<file path="config.mk">
export PLATFORM = sky130hd
export DESIGN_NAME = overlap_suppression_table_unit_flat
export DESIGN_NICKNAME = d
export VERILOG_FILES = /design/src/ost_pkg.sv /design/src/ost_if.sv /design/src/ost_sequencer.sv /design/src/overlap_suppression_table_unit.sv /design/src/flat_wrapper.sv
export SDC_FILE = /design/constraint.sdc
export NUM_CORES = 2
export LEC_CHECK = 0
export BUFFER_PORTS_ARGS = -buffer_cell sky130_fd_sc_hd__buf_2
export CELL_PAD_IN_SITES_DETAIL_PLACEMENT = 0
export CELL_PAD_IN_SITES_GLOBAL_PLACEMENT = 1
export CORE_MARGIN = 5
export CORE_UTILIZATION = 39
export DETAILED_ROUTE_END_ITERATION = 10
export PLACE_DENSITY_LB_ADDON = 0.15
export SLEW_MARGIN = 20
export SYNTH_ARGS = -nofsm -noshare
export SYNTH_HDL_FRONTEND = slang
export SYNTH_HIERARCHICAL = 1
export SYNTH_SLANG_ARGS = --single-unit
export TNS_END_PERCENT = 100
</file>
<file path="constraint.sdc">
create_clock -name clk -period 20.5 [get_ports clk]
set_input_delay 2.05 -clock clk [delete_from_list [all_inputs] [get_ports clk]]
set_output_delay 2.05 -clock clk [all_outputs]
set_load 0.01 [all_outputs]
</file>
<file path="src/ost_pkg.sv">
// shared types, constants and microcode rom for the overlap suppression table
// no dependencies
`default_nettype none

package ost_pkg;

  localparam int OST_TABLE_DEPTH = 32;
  localparam int COORD_W         = 12;
  localparam int AREA_W          = 2 * COORD_W;
  localparam int SLOT_W          = 5;
  localparam int COUNT_W         = 6;

  typedef struct packed {
    logic [COORD_W-1:0] h;
    logic [COORD_W-1:0] w;
    logic [COORD_W-1:0] y;
    logic [COORD_W-1:0] x;
  } rect_t;

  typedef struct packed {
    logic [7:0]  dyn;
    logic [15:0] score;
    logic [3:0]  meth;
    logic [7:0]  step;
  } rank_t;

  typedef struct packed {
    rank_t rank;
    rect_t rect;
  } entry_t;

  // result action codes
  typedef enum logic [1:0] {
    ACT_APPEND  = 2'd0,
    ACT_REPLACE = 2'd1,
    ACT_LOST    = 2'd2,
    ACT_FULL    = 2'd3
  } action_t;

  // sequencer step addresses
  typedef enum logic [1:0] {
    ST_IDLE = 2'd0,
    ST_SCAN = 2'd1,
    ST_TAIL = 2'd2,
    ST_EMIT = 2'd3
  } step_t;

  // datapath operations selected by the control word
  typedef enum logic [1:0] {
    OP_WAIT_IN = 2'd0,
    OP_SCAN    = 2'd1,
    OP_TAIL    = 2'd2,
    OP_EMIT    = 2'd3
  } op_t;

  // control word: operation, fall-through step, jump target when the condition holds
  typedef struct packed {
    op_t   op;
    step_t next;
    step_t jump;
  } ctrl_word_t;

  // status fed back from the datapath to the sequencer
  typedef struct packed {
    logic in_valid;
    logic scan_done;
    logic out_free;
  } status_t;

  // control handed from the sequencer to the datapath
  typedef struct packed {
    op_t op;
  } ctrl_t;

  // microcode rom
  function automatic ctrl_word_t ucode(input step_t s);
    ctrl_word_t cw;
    unique case (s)
      ST_IDLE: cw = '{op: OP_WAIT_IN, next: ST_IDLE, jump: ST_SCAN};
      ST_SCAN: cw = '{op: OP_SCAN,    next: ST_SCAN, jump: ST_TAIL};
      ST_TAIL: cw = '{op: OP_TAIL,    next: ST_EMIT, jump: ST_EMIT};
      ST_EMIT: cw = '{op: OP_EMIT,    next: ST_EMIT, jump: ST_IDLE};
      default: cw = '{op: OP_WAIT_IN, next: ST_IDLE, jump: ST_IDLE};
    endcase
    return cw;
  endfunction

  // half-open span intersection test, zero length never meets
  function automatic logic spans_meet(input logic [COORD_W-1:0] a0,
                                      input logic [COORD_W-1:0] alen,
                                      input logic [COORD_W-1:0] b0,
                                      input logic [COORD_W-1:0] blen);
    logic [COORD_W:0] lo;
    logic [COORD_W:0] ae;
    logic [COORD_W:0] be;
    logic [COORD_W:0] hi;
    lo = (a0 > b0) ? {1'b0, a0} : {1'b0, b0};
    ae = {1'b0, a0} + {1'b0, alen};
    be = {1'b0, b0} + {1'b0, blen};
    hi = (ae < be) ? ae : be;
    return hi > lo;
  endfunction

endpackage

`default_nettype wire

</file>
<file path="src/ost_if.sv">
// valid/ready channel interfaces for segment input and result output
// depends on ost_pkg
`default_nettype none

interface ost_in_if
  import ost_pkg::*;
  ();
  logic               valid;
  logic               ready;
  logic               first_of_image;
  logic [COORD_W-1:0] rect_x;
  logic [COORD_W-1:0] rect_y;
  logic [COORD_W-1:0] rect_width;
  logic [COORD_W-1:0] rect_height;
  logic [7:0]         focus_step;
  logic [3:0]         seg_method;
  logic [15:0]        seg_score;
  logic [7:0]         dyn_range;

  modport source (output valid, first_of_image, rect_x, rect_y, rect_width, rect_height,
                  focus_step, seg_method, seg_score, dyn_range,
                  input ready);
  modport sink (input valid, first_of_image, rect_x, rect_y, rect_width, rect_height,
                focus_step, seg_method, seg_score, dyn_range,
                output ready);
endinterface

interface ost_out_if
  import ost_pkg::*;
  ();
  logic               valid;
  logic               ready;
  logic [1:0]         action;
  logic [SLOT_W-1:0]  slot;
  logic [COUNT_W-1:0] unique_count;

  modport source (output valid, action, slot, unique_count, input ready);
  modport sink (input valid, action, slot, unique_count, output ready);
endinterface

`default_nettype wire

</file>
<file path="src/ost_sequencer.sv">
// microcoded sequencer: step register, control rom lookup, conditional jump
// depends on ost_pkg
`default_nettype none

module ost_sequencer
  import ost_pkg::*;
(
  input  wire logic    clk,
  input  wire logic    rst,
  input  wire status_t status,
  output ctrl_t        ctrl
);

  step_t      step;
  step_t      step_next;
  ctrl_word_t cw;
  logic       cond;

  // step register
  always_ff @(posedge clk) begin
    if (rst) begin
      step <= ST_IDLE;
    end else begin
      step <= step_next;
    end
  end

  // rom lookup and branch condition select
  always_comb begin
    cw = ucode(step);
    unique case (cw.op)
      OP_WAIT_IN: cond = status.in_valid;
      OP_SCAN:    cond = status.scan_done;
      OP_TAIL:    cond = 1'b1;
      OP_EMIT:    cond = status.out_free;
      default:    cond = 1'b0;
    endcase
    step_next = cond ? cw.jump : cw.next;
    ctrl.op   = cw.op;
  end

endmodule

`default_nettype wire

</file>
<file path="src/overlap_suppression_table_unit.sv">
// overlap suppression table top level: table memory, scan datapath, output register
// depends on ost_pkg, ost_if (ost_in_if, ost_out_if), ost_sequencer
//
// usage:
//   in_ch carries one detected segment per beat (rectangle, step, method, score,
//   dynamic range, first_of_image). out_ch carries one result per segment: the
//   action taken, the table slot written or matched, and the unique count.
//   a segment is scanned against stored entries in order, one entry per cycle,
//   until the first overlap or the end of the filled part of the table.
// sequence:
//   each segment passes through the scan, tail and emit steps in that order. the
//   scan reads one table entry per cycle and stops at the first overlap; with no
//   overlap it ends with the end-of-table check. one segment is in work at a
//   time: the next is accepted only after the last one reaches the output register.
// reset:
//   rst empties the table (entry count zero), drops any pending result and holds
//   in_ch.ready low. table contents are not cleared; only entries below the count
//   are read.
// stall:
//   a result waits in the output register while out_ch.ready is low; one more
//   segment may be accepted and scanned, then it waits until the register frees.
`default_nettype none

module overlap_suppression_table_unit
  import ost_pkg::*;
#(
  parameter int TABLE_DEPTH = OST_TABLE_DEPTH
) (
  input wire logic clk,
  input wire logic rst,
  ost_in_if.sink   in_ch,
  ost_out_if.source out_ch
);

  localparam int CW = $clog2(TABLE_DEPTH + 1);
  localparam int AW = (TABLE_DEPTH > 1) ? $clog2(TABLE_DEPTH) : 1;
  localparam logic [CW-1:0] DEPTH_C = CW'(TABLE_DEPTH);

  // sequencer
  status_t status;
  ctrl_t   ctrl;

  ost_sequencer u_seq (
    .clk    (clk),
    .rst    (rst),
    .status (status),
    .ctrl   (ctrl)
  );

  // table memory
  entry_t mem [TABLE_DEPTH];
  entry_t rd_data;
  logic   wr_en;
  logic [AW-1:0] wr_addr;
  logic [AW-1:0] rd_addr;

  // current segment and scan state
  rect_t         cur_rect;
  rank_t         cur_rank;
  logic [AREA_W-1:0] cur_area;
  logic [CW-1:0] j;
  logic [CW-1:0] j_next;
  logic [CW-1:0] total;
  logic          found;
  action_t       act;
  logic [CW-1:0] slot_q;

  // output register
  logic               out_valid;
  action_t            out_action;
  logic [SLOT_W-1:0]  out_slot;
  logic [COUNT_W-1:0] out_count;

  logic accept;
  logic at_end;
  logic hit;
  logic wins;
  logic out_free;
  logic [AREA_W-1:0] old_area;

  assign in_ch.ready = (ctrl.op == OP_WAIT_IN) && !rst;
  assign accept      = in_ch.valid && in_ch.ready;
  assign out_free    = !out_valid || out_ch.ready;

  // overlap and winner decision for the entry read this cycle
  always_comb begin
    at_end   = (j == total);
    hit      = !at_end
               && spans_meet(cur_rect.x, cur_rect.w, rd_data.rect.x, rd_data.rect.w)
               && spans_meet(cur_rect.y, cur_rect.h, rd_data.rect.y, rd_data.rect.h);
    old_area = {{COORD_W{1'b0}}, rd_data.rect.w} * {{COORD_W{1'b0}}, rd_data.rect.h};
    if (cur_rank.step == rd_data.rank.step) begin
      wins = cur_area > old_area;
    end else if (cur_rank.meth == rd_data.rank.meth) begin
      wins = cur_rank.score > rd_data.rank.score;
    end else begin
      wins = cur_rank.dyn > rd_data.rank.dyn;
    end
  end

  assign status.in_valid  = in_ch.valid;
  assign status.scan_done = at_end || hit;
  assign status.out_free  = out_free;

  // scan index and read address
  always_comb begin
    j_next = j;
    if (accept) begin
      j_next = '0;
    end else if (ctrl.op == OP_SCAN && !at_end && !hit) begin
      j_next = j + 1'b1;
    end
    rd_addr = j_next[AW-1:0];
  end

  // memory write select: replace on a winning hit, append at the tail
  always_comb begin
    wr_en   = 1'b0;
    wr_addr = j[AW-1:0];
    if (ctrl.op == OP_SCAN && hit && wins) begin
      wr_en = 1'b1;
    end else if (ctrl.op == OP_TAIL && !found && total != DEPTH_C) begin
      wr_en   = 1'b1;
      wr_addr = total[AW-1:0];
    end
  end

  always_ff @(posedge clk) begin
    if (wr_en) begin
      mem[wr_addr] <= '{rank: cur_rank, rect: cur_rect};
    end
    rd_data <= mem[rd_addr];
  end

  // segment capture, precomputed area
  always_ff @(posedge clk) begin
    if (accept) begin
      cur_rect <= '{h: in_ch.rect_height, w: in_ch.rect_width,
                    y: in_ch.rect_y, x: in_ch.rect_x};
      cur_rank <= '{dyn: in_ch.dyn_range, score: in_ch.seg_score,
                    meth: in_ch.seg_method, step: in_ch.focus_step};
      cur_area <= {{COORD_W{1'b0}}, in_ch.rect_width} * {{COORD_W{1'b0}}, in_ch.rect_height};
    end
  end

  // scan control and decision registers
  always_ff @(posedge clk) begin
    if (rst) begin
      j      <= '0;
      total  <= '0;
      found  <= 1'b0;
      act    <= ACT_APPEND;
      slot_q <= '0;
    end else begin
      j <= j_next;
      if (accept) begin
        found <= 1'b0;
        if (in_ch.first_of_image) begin
          total <= '0;
        end
      end else if (ctrl.op == OP_SCAN && hit) begin
        found  <= 1'b1;
        act    <= wins ? ACT_REPLACE : ACT_LOST;
        slot_q <= j;
      end else if (ctrl.op == OP_TAIL && !found) begin
        if (total != DEPTH_C) begin
          act    <= ACT_APPEND;
          slot_q <= total;
          total  <= total + 1'b1;
        end else begin
          act    <= ACT_FULL;
          slot_q <= '0;
        end
      end
    end
  end

  // output register
  always_ff @(posedge clk) begin
    if (rst) begin
      out_valid <= 1'b0;
    end else if (ctrl.op == OP_EMIT && out_free) begin
      out_valid <= 1'b1;
    end else if (out_ch.ready) begin
      out_valid <= 1'b0;
    end
  end

  always_ff @(posedge clk) begin
    if (ctrl.op == OP_EMIT && out_free) begin
      out_action <= act;
      out_slot   <= SLOT_W'(slot_q);
      out_count  <= COUNT_W'(total);
    end
  end

  assign out_ch.valid        = out_valid;
  assign out_ch.action       = out_action;
  assign out_ch.slot         = out_slot;
  assign out_ch.unique_count = out_count;

endmodule

`default_nettype wire
</file>
<file path="src/flat_wrapper.sv">
// flat-port wrapper written by rule: the top's interface ports become plain ports
module overlap_suppression_table_unit_flat import ost_pkg::*;
#(
  parameter int TABLE_DEPTH = OST_TABLE_DEPTH
)
  (clk, rst, in_ch_valid, in_ch_first_of_image, in_ch_rect_x, in_ch_rect_y, in_ch_rect_width, in_ch_rect_height, in_ch_focus_step, in_ch_seg_method, in_ch_seg_score, in_ch_dyn_range, in_ch_ready, out_ch_valid, out_ch_action, out_ch_slot, out_ch_unique_count, out_ch_ready);
  ost_in_if in_ch_i ();
  ost_out_if out_ch_i ();
  input wire logic clk;
  input wire logic rst;
  input wire logic [$bits(in_ch_i.valid)-1:0] in_ch_valid;
  input wire logic [$bits(in_ch_i.first_of_image)-1:0] in_ch_first_of_image;
  input wire logic [$bits(in_ch_i.rect_x)-1:0] in_ch_rect_x;
  input wire logic [$bits(in_ch_i.rect_y)-1:0] in_ch_rect_y;
  input wire logic [$bits(in_ch_i.rect_width)-1:0] in_ch_rect_width;
  input wire logic [$bits(in_ch_i.rect_height)-1:0] in_ch_rect_height;
  input wire logic [$bits(in_ch_i.focus_step)-1:0] in_ch_focus_step;
  input wire logic [$bits(in_ch_i.seg_method)-1:0] in_ch_seg_method;
  input wire logic [$bits(in_ch_i.seg_score)-1:0] in_ch_seg_score;
  input wire logic [$bits(in_ch_i.dyn_range)-1:0] in_ch_dyn_range;
  output wire logic [$bits(in_ch_i.ready)-1:0] in_ch_ready;
  output wire logic [$bits(out_ch_i.valid)-1:0] out_ch_valid;
  output wire logic [$bits(out_ch_i.action)-1:0] out_ch_action;
  output wire logic [$bits(out_ch_i.slot)-1:0] out_ch_slot;
  output wire logic [$bits(out_ch_i.unique_count)-1:0] out_ch_unique_count;
  input wire logic [$bits(out_ch_i.ready)-1:0] out_ch_ready;
  assign in_ch_i.valid = in_ch_valid;
  assign in_ch_i.first_of_image = in_ch_first_of_image;
  assign in_ch_i.rect_x = in_ch_rect_x;
  assign in_ch_i.rect_y = in_ch_rect_y;
  assign in_ch_i.rect_width = in_ch_rect_width;
  assign in_ch_i.rect_height = in_ch_rect_height;
  assign in_ch_i.focus_step = in_ch_focus_step;
  assign in_ch_i.seg_method = in_ch_seg_method;
  assign in_ch_i.seg_score = in_ch_seg_score;
  assign in_ch_i.dyn_range = in_ch_dyn_range;
  assign in_ch_ready = in_ch_i.ready;
  assign out_ch_valid = out_ch_i.valid;
  assign out_ch_action = out_ch_i.action;
  assign out_ch_slot = out_ch_i.slot;
  assign out_ch_unique_count = out_ch_i.unique_count;
  assign out_ch_i.ready = out_ch_ready;
  overlap_suppression_table_unit #(.TABLE_DEPTH(TABLE_DEPTH)) u_core (.clk(clk), .rst(rst), .in_ch(in_ch_i), .out_ch(out_ch_i));
endmodule
</file>
## After elaboration in Yosys (flattened, before gate mapping)

Memories as Yosys holds them, arrays and structs flattened. A register that Yosys moved wholly into a read port is not among the register bits.
Index checks and enable logic that the tools add are counted.

- Memory bits (writable): 2688
- Register bits after elaboration: 144
- Word-level logic and storage cells: 109
- Input bits: 89
- Memories: 1

- Add/sub/neg operators: 6
- $mul: 2
- Mux-type cells: 31
- Equal/unequal tests: 12
- Reduce and logical (&&, ||, !) cells: 27
- Bitwise logic cells: 1
- Magnitude comparators: 9

Memories:

| memory | depth | bits a word | read ports | clocked after memory_dff | write ports | RTL line | text |
|---|---|---|---|---|---|---|---|
| u_core.mem | 32 | 84 | 1 | 1 | 1 | overlap_suppression_table_unit.sv:51 | `entry_t mem [TABLE_DEPTH];` |

Operator list:

| kind | number |
|---|---|
| $add A12 B12 Y13 | 4 |
| $mul A12 B12 Y24 | 2 |
| $mux W5 | 7 |
| $mux W6 | 5 |
| $gt A13 B13 Y1 | 2 |
| $lt A13 B13 Y1 | 2 |
| $mux W13 | 2 |
| $gt A12 B12 Y1 | 2 |
| $gt A24 B24 Y1 | 1 |
| $mux W12 | 2 |
| $pmux W6 S4 | 1 |
| $gt A16 B16 Y1 | 1 |
| $add A6 B1 Y6 const B | 2 |
| $logic_and A1 B1 Y1 | 11 |
| $mux W2 | 5 |
| $eq A2 B2 Y1 const B | 4 |
| $eq A8 B8 Y1 | 1 |
| $gt A8 B8 Y1 | 1 |
| $mux W1 | 8 |
| $reduce_bool A2 Y1 | 4 |
| $eq A6 B6 Y1 | 1 |
| $ne A6 B6 Y1 const B | 1 |
| $logic_not A1 Y1 | 5 |
| $eq A2 B1 Y1 const B | 2 |
| 10 further kinds | 12 |

## Depth between registers and ports, before layout

- Word-level depth: 11
- Gate-level depth with buffers: 40
- Gate-level depth less buffers: 35

## Cells and area by module

Netlist, hierarchy kept.

Modules (own cells, without submodules):

| module | area an instance (sq um) | cells an instance | instances | seq. area each (sq um) |
|---|---|---|---|---|
| overlap_suppression_table_unit | 124181.6 | 8877 | 1 | 86452.9 |
| ost_sequencer | 212.7 | 23 | 1 | 40.0 |

## Worst setup path before layout

Ideal clock, no wire load.

- Kind: register to register
- Start: register u_core/rd_data[39] (netlist name)
- End: memory u_core/mem[14][0] in the netlist's numbering, enable pin
- Period minus slack after synthesis: 11.181 ns
- Stages on the path, launching flop included: 36
- Required time: 19.946 ns
- Setup time: 0.554 ns
- Setup slack: 9.319 ns
- Data arrival time: 10.627 ns
- Buffers on the path: 1
- Cell sequence: dfxtp_1 -> clkbuf_1 -> nand2_1 -> fa_1 -> fa_1 -> inv_1 -> ha_1 -> fa_1 -> inv_1 -> fa_1 -> inv_1 -> ha_1 -> inv_1 -> o21bai_1 -> a21oi_1 -> o21bai_1 -> a21oi_1 -> nor2b_1 -> o21a_1 -> o21ai_0 -> nand2b_1 -> a21oi_1 -> xor2_1 -> ha_1 -> a21o_1 -> a21o_1 -> a21o_1 -> a21o_1 -> a21oi_1 -> nor2b_1 -> o21ai_0 -> nand2b_1 -> o32ai_1 -> nor3b_1 -> o2111ai_1 -> a21oi_1

- Cells in the longest elaborated chain, start to end: 10
- Elaborated cells on any way between the ends: 14
- Classes of those cells: 1 x add/sub; 1 x mul; 3 x order compare; 6 x mux; 3 x reduce/logical

RTL lines:

| element | RTL line | text |
|---|---|---|
| branches (longest 6 deep; another with $mul A12 B12 Y24) | n/a |  |
| $logic_and A1 B1 Y1 (*) | overlap_suppression_table_unit.sv:120 | `if (ctrl.op == OP_SCAN && hit && wins) begin` |
| $mux W1 | overlap_suppression_table_unit.sv:120 |  |
| $mux W1 | overlap_suppression_table_unit.sv:129 | `if (wr_en) begin` |
| $mux W1 (implied by the code) | overlap_suppression_table_unit.sv:130 | `mem[wr_addr] <= '{rank: cur_rank, rect: cur_rect};` |
| to (decl) | overlap_suppression_table_unit.sv:51 |  |

Every way passes the cells marked *.

## Worst setup path after layout

- Start: register u_core/cur_rect[38] in the netlist's numbering
- End: memory u_core/mem[27][64] in the netlist's numbering, enable pin

- Cells in the longest elaborated chain, start to end: 10
- Elaborated cells on any way between the ends: 11
- Classes of those cells: 1 x add/sub; 2 x order compare; 5 x mux; 3 x reduce/logical

RTL lines:

| element | RTL line | text |
|---|---|---|
| from (decl) | overlap_suppression_table_unit.sv:58 | `rect_t cur_rect;` |
| from (signal assigned) | overlap_suppression_table_unit.sv:138 | `cur_rect <= '{h: in_ch.rect_height, w: in_ch.rect_width,` |
| $add A12 B12 Y13 (*) | ost_pkg.sv:98 | `ae = {1'b0, a0} + {1'b0, alen};` |
| $lt A13 B13 Y1 | ost_pkg.sv:100 | `hi = (ae < be) ? ae : be;` |
| $mux W13 (*) | ost_pkg.sv:100 |  |
| $gt A13 B13 Y1 (*) | ost_pkg.sv:101 | `return hi > lo;` |
| $logic_and A1 B1 Y1 (*) | overlap_suppression_table_unit.sv:90 | `&& spans_meet(cur_rect.y, cur_rect.h, rd_data.rect.y, rd_data.rect.h);` |
| $logic_and A1 B1 Y1 (*) (2 in a row) | overlap_suppression_table_unit.sv:120 |  |
| $mux W1 | overlap_suppression_table_unit.sv:120 |  |
| $mux W1 | overlap_suppression_table_unit.sv:129 |  |
| $mux W1 (implied by the code) | overlap_suppression_table_unit.sv:130 |  |

Mark *: on every way between the ends. The rest lies on a longest branch, timed or not.

==> out/results.ini <==
[placed_design]
io_buffers = 103
globalplace.congestion = 0.845
placed_area_sq_mm = 0.130
dp_hpwl_mm = 213

[synth]
synth.distinct_cells = 85
ys_seq_elements = 2916
yosysSeqAreaShare_pct = 69.5
async_reset_ff_share_pct = 0
synth_nets = 9495
yosys_warnings = 6
netlist_instances = 8900
synth_area_per_cell_sq_um = 14.0
synth_ff_type = edfxtp_1
synth_area_sq_mm = 0.124
synth-edff-count = 2809

[sta]
finalHoldViolCount = 0
drv_slew = 0
setup_viol = 0
period_needed_ns = 11.66
min_period_over_period_pct = 56.9
skew_ns = 0.0587
setup-tns-final_ns = 0
relSlewSlack_pct = 22.2
rsz0062_at_grt = no
tightest_slew_ns = 1.16
clock.fmax_mhz = 85.8

[die]
ios = 104
dieHeight_um = 575
core_sq_mm = 0.318
start_util_pct = 39.1
rows = 207
die_area_sq_mm = 0.330
dieWidth_um = 575

[global_route]
grt_use_met3_pct = 3.50
antenna_found_initial = 19
grtUsageMet1_pct = 36.2
overflow = 0
grtUsageTotal_pct = 24.4
grt_util_met2_pct = 37.7
gr-max-usage-layer = met2
grt_pass1_wl_mm = 584
grt_pass1_vias = 76965
grt_max_degree = 176

[cells_and_area]
fin_area_sq_mm = 0.141
syn_to_final_growth_pct = 13.6
drive_gt1_share_pct = 11.9
layout_common_cells = edfxtp_1, nand2_1, nand3_1
final_nets = 9660
final_common_cell = edfxtp_1

[clocking]
clk_pin_slew_ns = 0.06
cts_buffer_depth = 4
cts_setup_buffers = 0
clk_latency_ns = 0.93
cts_buffers = 326
cts_hold_buffers = 0
ctsResizeCount = 0
cts_tree = done
h-tree-depth = 5
clock-sinks = 2916
cts-root-buf = clkbuf_16

[power]
pwr-share-comb_pct = 44.7
p_sw_uw = 8890
clockPowerShare_pct = 25.0
power_density_mw_per_mm2 = 167
ir_drop_uv = 744
leakage_uw = 0.0483
intPower_uw = 14700
swShare_pct = 37.7
pwr-share-seq_pct = 30.3

[route]
wirelength_mm = 414
ant_nets = 0
dr.pass1.iters = 6
vias = 78200
viasPerCell = 5.78
drt_iter0_markers = 8589
wl_per_cell_um = 30.6
drc = 0

[critical_path]
max_stage_delay_ns = 1.07
critical_path.max_fanout = 34
cp-start-kind = flop
cp_slowest_cell = edfxtp_1
required_ns = 21.01
cpMostUsedCell = a21oi_1
endpoint_kind = flop
arrival_ns = 12.17
critPathKind = flop to flop

[run_status]
status = finished, final reports clean

[run]
max_cap_violations = 0

[min_path]
hold_class = flop to flop

[state kept, by name, summed over array words and instances (netlist names)]
register and count:
u_core/act 2, u_core/cur_area 24, u_core/cur_rank 36, u_core/cur_rect 48, u_core/found 1, u_core/j 6, u_core/mem 2688, u_core/out_ch.action 2
u_core/out_ch.slot 5, u_core/out_ch.unique_count 6, u_core/out_ch.valid 1, u_core/rd_data 84, u_core/slot_q 5, u_core/total 6, u_core/u_seq/step 2
[critical path, delay by kind of cell (launching register included)]
| kind | cells | cell delay [ns] |
|---|---|---|
| fa+ha+maj | 3 | 1.04 |
| compound gates | 18 | 4.75 |
| xor+xnor | 1 | 0.22 |
| buf+inv | 4 | 2.03 |
| flops | 1 | 1.07 |
| simple gates | 6 | 2.02 |
[stage by stage]
| stage | power (uW) | std cells | setup WS (ns) | hold slack, ns | utilization, % |
|---|---|---|---|---|---|
| final | 23600 | 13518 | 8.84 | 0.451 | 44.5 |
| after global routing | 25500 | 13516 | 8.33 | 0.460 | 44.5 |
| after CTS | 23800 | 13506 | 8.41 | 0.460 | 44.4 |
| after detailed placement | 17800 | 12908 | 8.47 | 0.437 | 41.0 |
| after global placement | 17800 | 12907 | 8.33 | 0.440 | 41.0 |
| after floorplan | 14800 | 8900 | 9.32 | 0.400 | - |
[synthesized netlist by cell type, types with 23 or more instances]
master        n  area share [%]
inv_1       343             1.0
nand4_1      24            0.12
buf_1        23           0.069
clkbuf_1    266            0.80
mux2i_1     142             1.1
o21a_1       27            0.16
buf_4        36            0.22
nor3_1       24           0.097
o21ai_0      52            0.21
fa_1        204             3.3
xor2_1       34            0.24
ha_1        302             3.0
nor4_1       32            0.16
a21oi_1     347             1.4
a2111oi_2    58            0.70
and2_1      123            0.62
xnor2_1      66            0.46
nor2_1      145            0.44
o32ai_1      59            0.42
edfxtp_1   2809              68
a32oi_1     216             1.5
buf_2       180            0.72
nand3_1     409             1.6
o221ai_1    113            0.80
o221a_2      58            0.53
nand2_1    1893             5.7
a211oi_1     24            0.14
mux2_1       36            0.33
o22ai_1      58            0.29
a21o_1       87            0.53
a31oi_1     286             1.4
dfxtp_1     107             1.7
or3_1        63            0.32
mux2_2       81            0.73
[area by class of cell]
| type | count | area [sq um] |
|---|---|---|
| multi-input combinational | 5125 | 34800 |
| clock buffer | 434 | 8980 |
| sequential | 2916 | 86500 |
| antenna | 3 | 7.51 |
| timing repair buffer | 353 | 2720 |
| fill | 28258 | 176000 |
| clock inverter | 164 | 1770 |
| tap | 4180 | 5230 |
| inverter | 343 | 1290 |
[power groups by stage]
stage	combinational (uW)	clock [uW]	sequential (uW)
6_report	10500	5890	7130
3_3_place_gp	10500	0	7270
4_1_cts	10700	5990	7150
3_5_place_dp	10600	0	7270
2_1_floorplan	7590	0	7230
5_1_grt	12100	6250	7150
[worst paths after layout]
check                                      from                               to  slack [ns]  cells after the start
hold / removal    u_core/slot_q[4]$_SDFFE_PP0P_  u_core/out_ch.slot[4]$_DFFE_PP_        0.45                      0
setup / recovery  u_core/cur_rect[38]$_DFFE_PP_     u_core/mem[27][64]$_DFFE_PP_        8.84                     32
setup reg to reg  u_core/cur_rect[38]$_DFFE_PP_     u_core/mem[27][64]$_DFFE_PP_        8.84                     32
hold reg to reg   u_core/slot_q[4]$_SDFFE_PP0P_  u_core/out_ch.slot[4]$_DFFE_PP_        0.45                      0
[per-layer routing]
layer  part of all wire, %  vias to the layer above
li1                      -                    33627
met1                    45                    40978
met2                    45                     3032
met3                   7.2                      559
met4                   2.7                        4
met5                0.0063                        -
[logic make-up (layout without fill, tap and decap cells)]
kind of cell,count (synthesis),after routing,share of synthesized area (%)
xor+xnor,100,100,0.704
fa+ha+maj,506,506,6.32
flops,2916,2916,69.5
buf+inv,859,1294,2.95
other cells,0,3,0
compound gates,1484,1484,8.81
mux,263,263,2.25
simple gates,2772,2772,9.43
(Power assumes the default switching activity.)
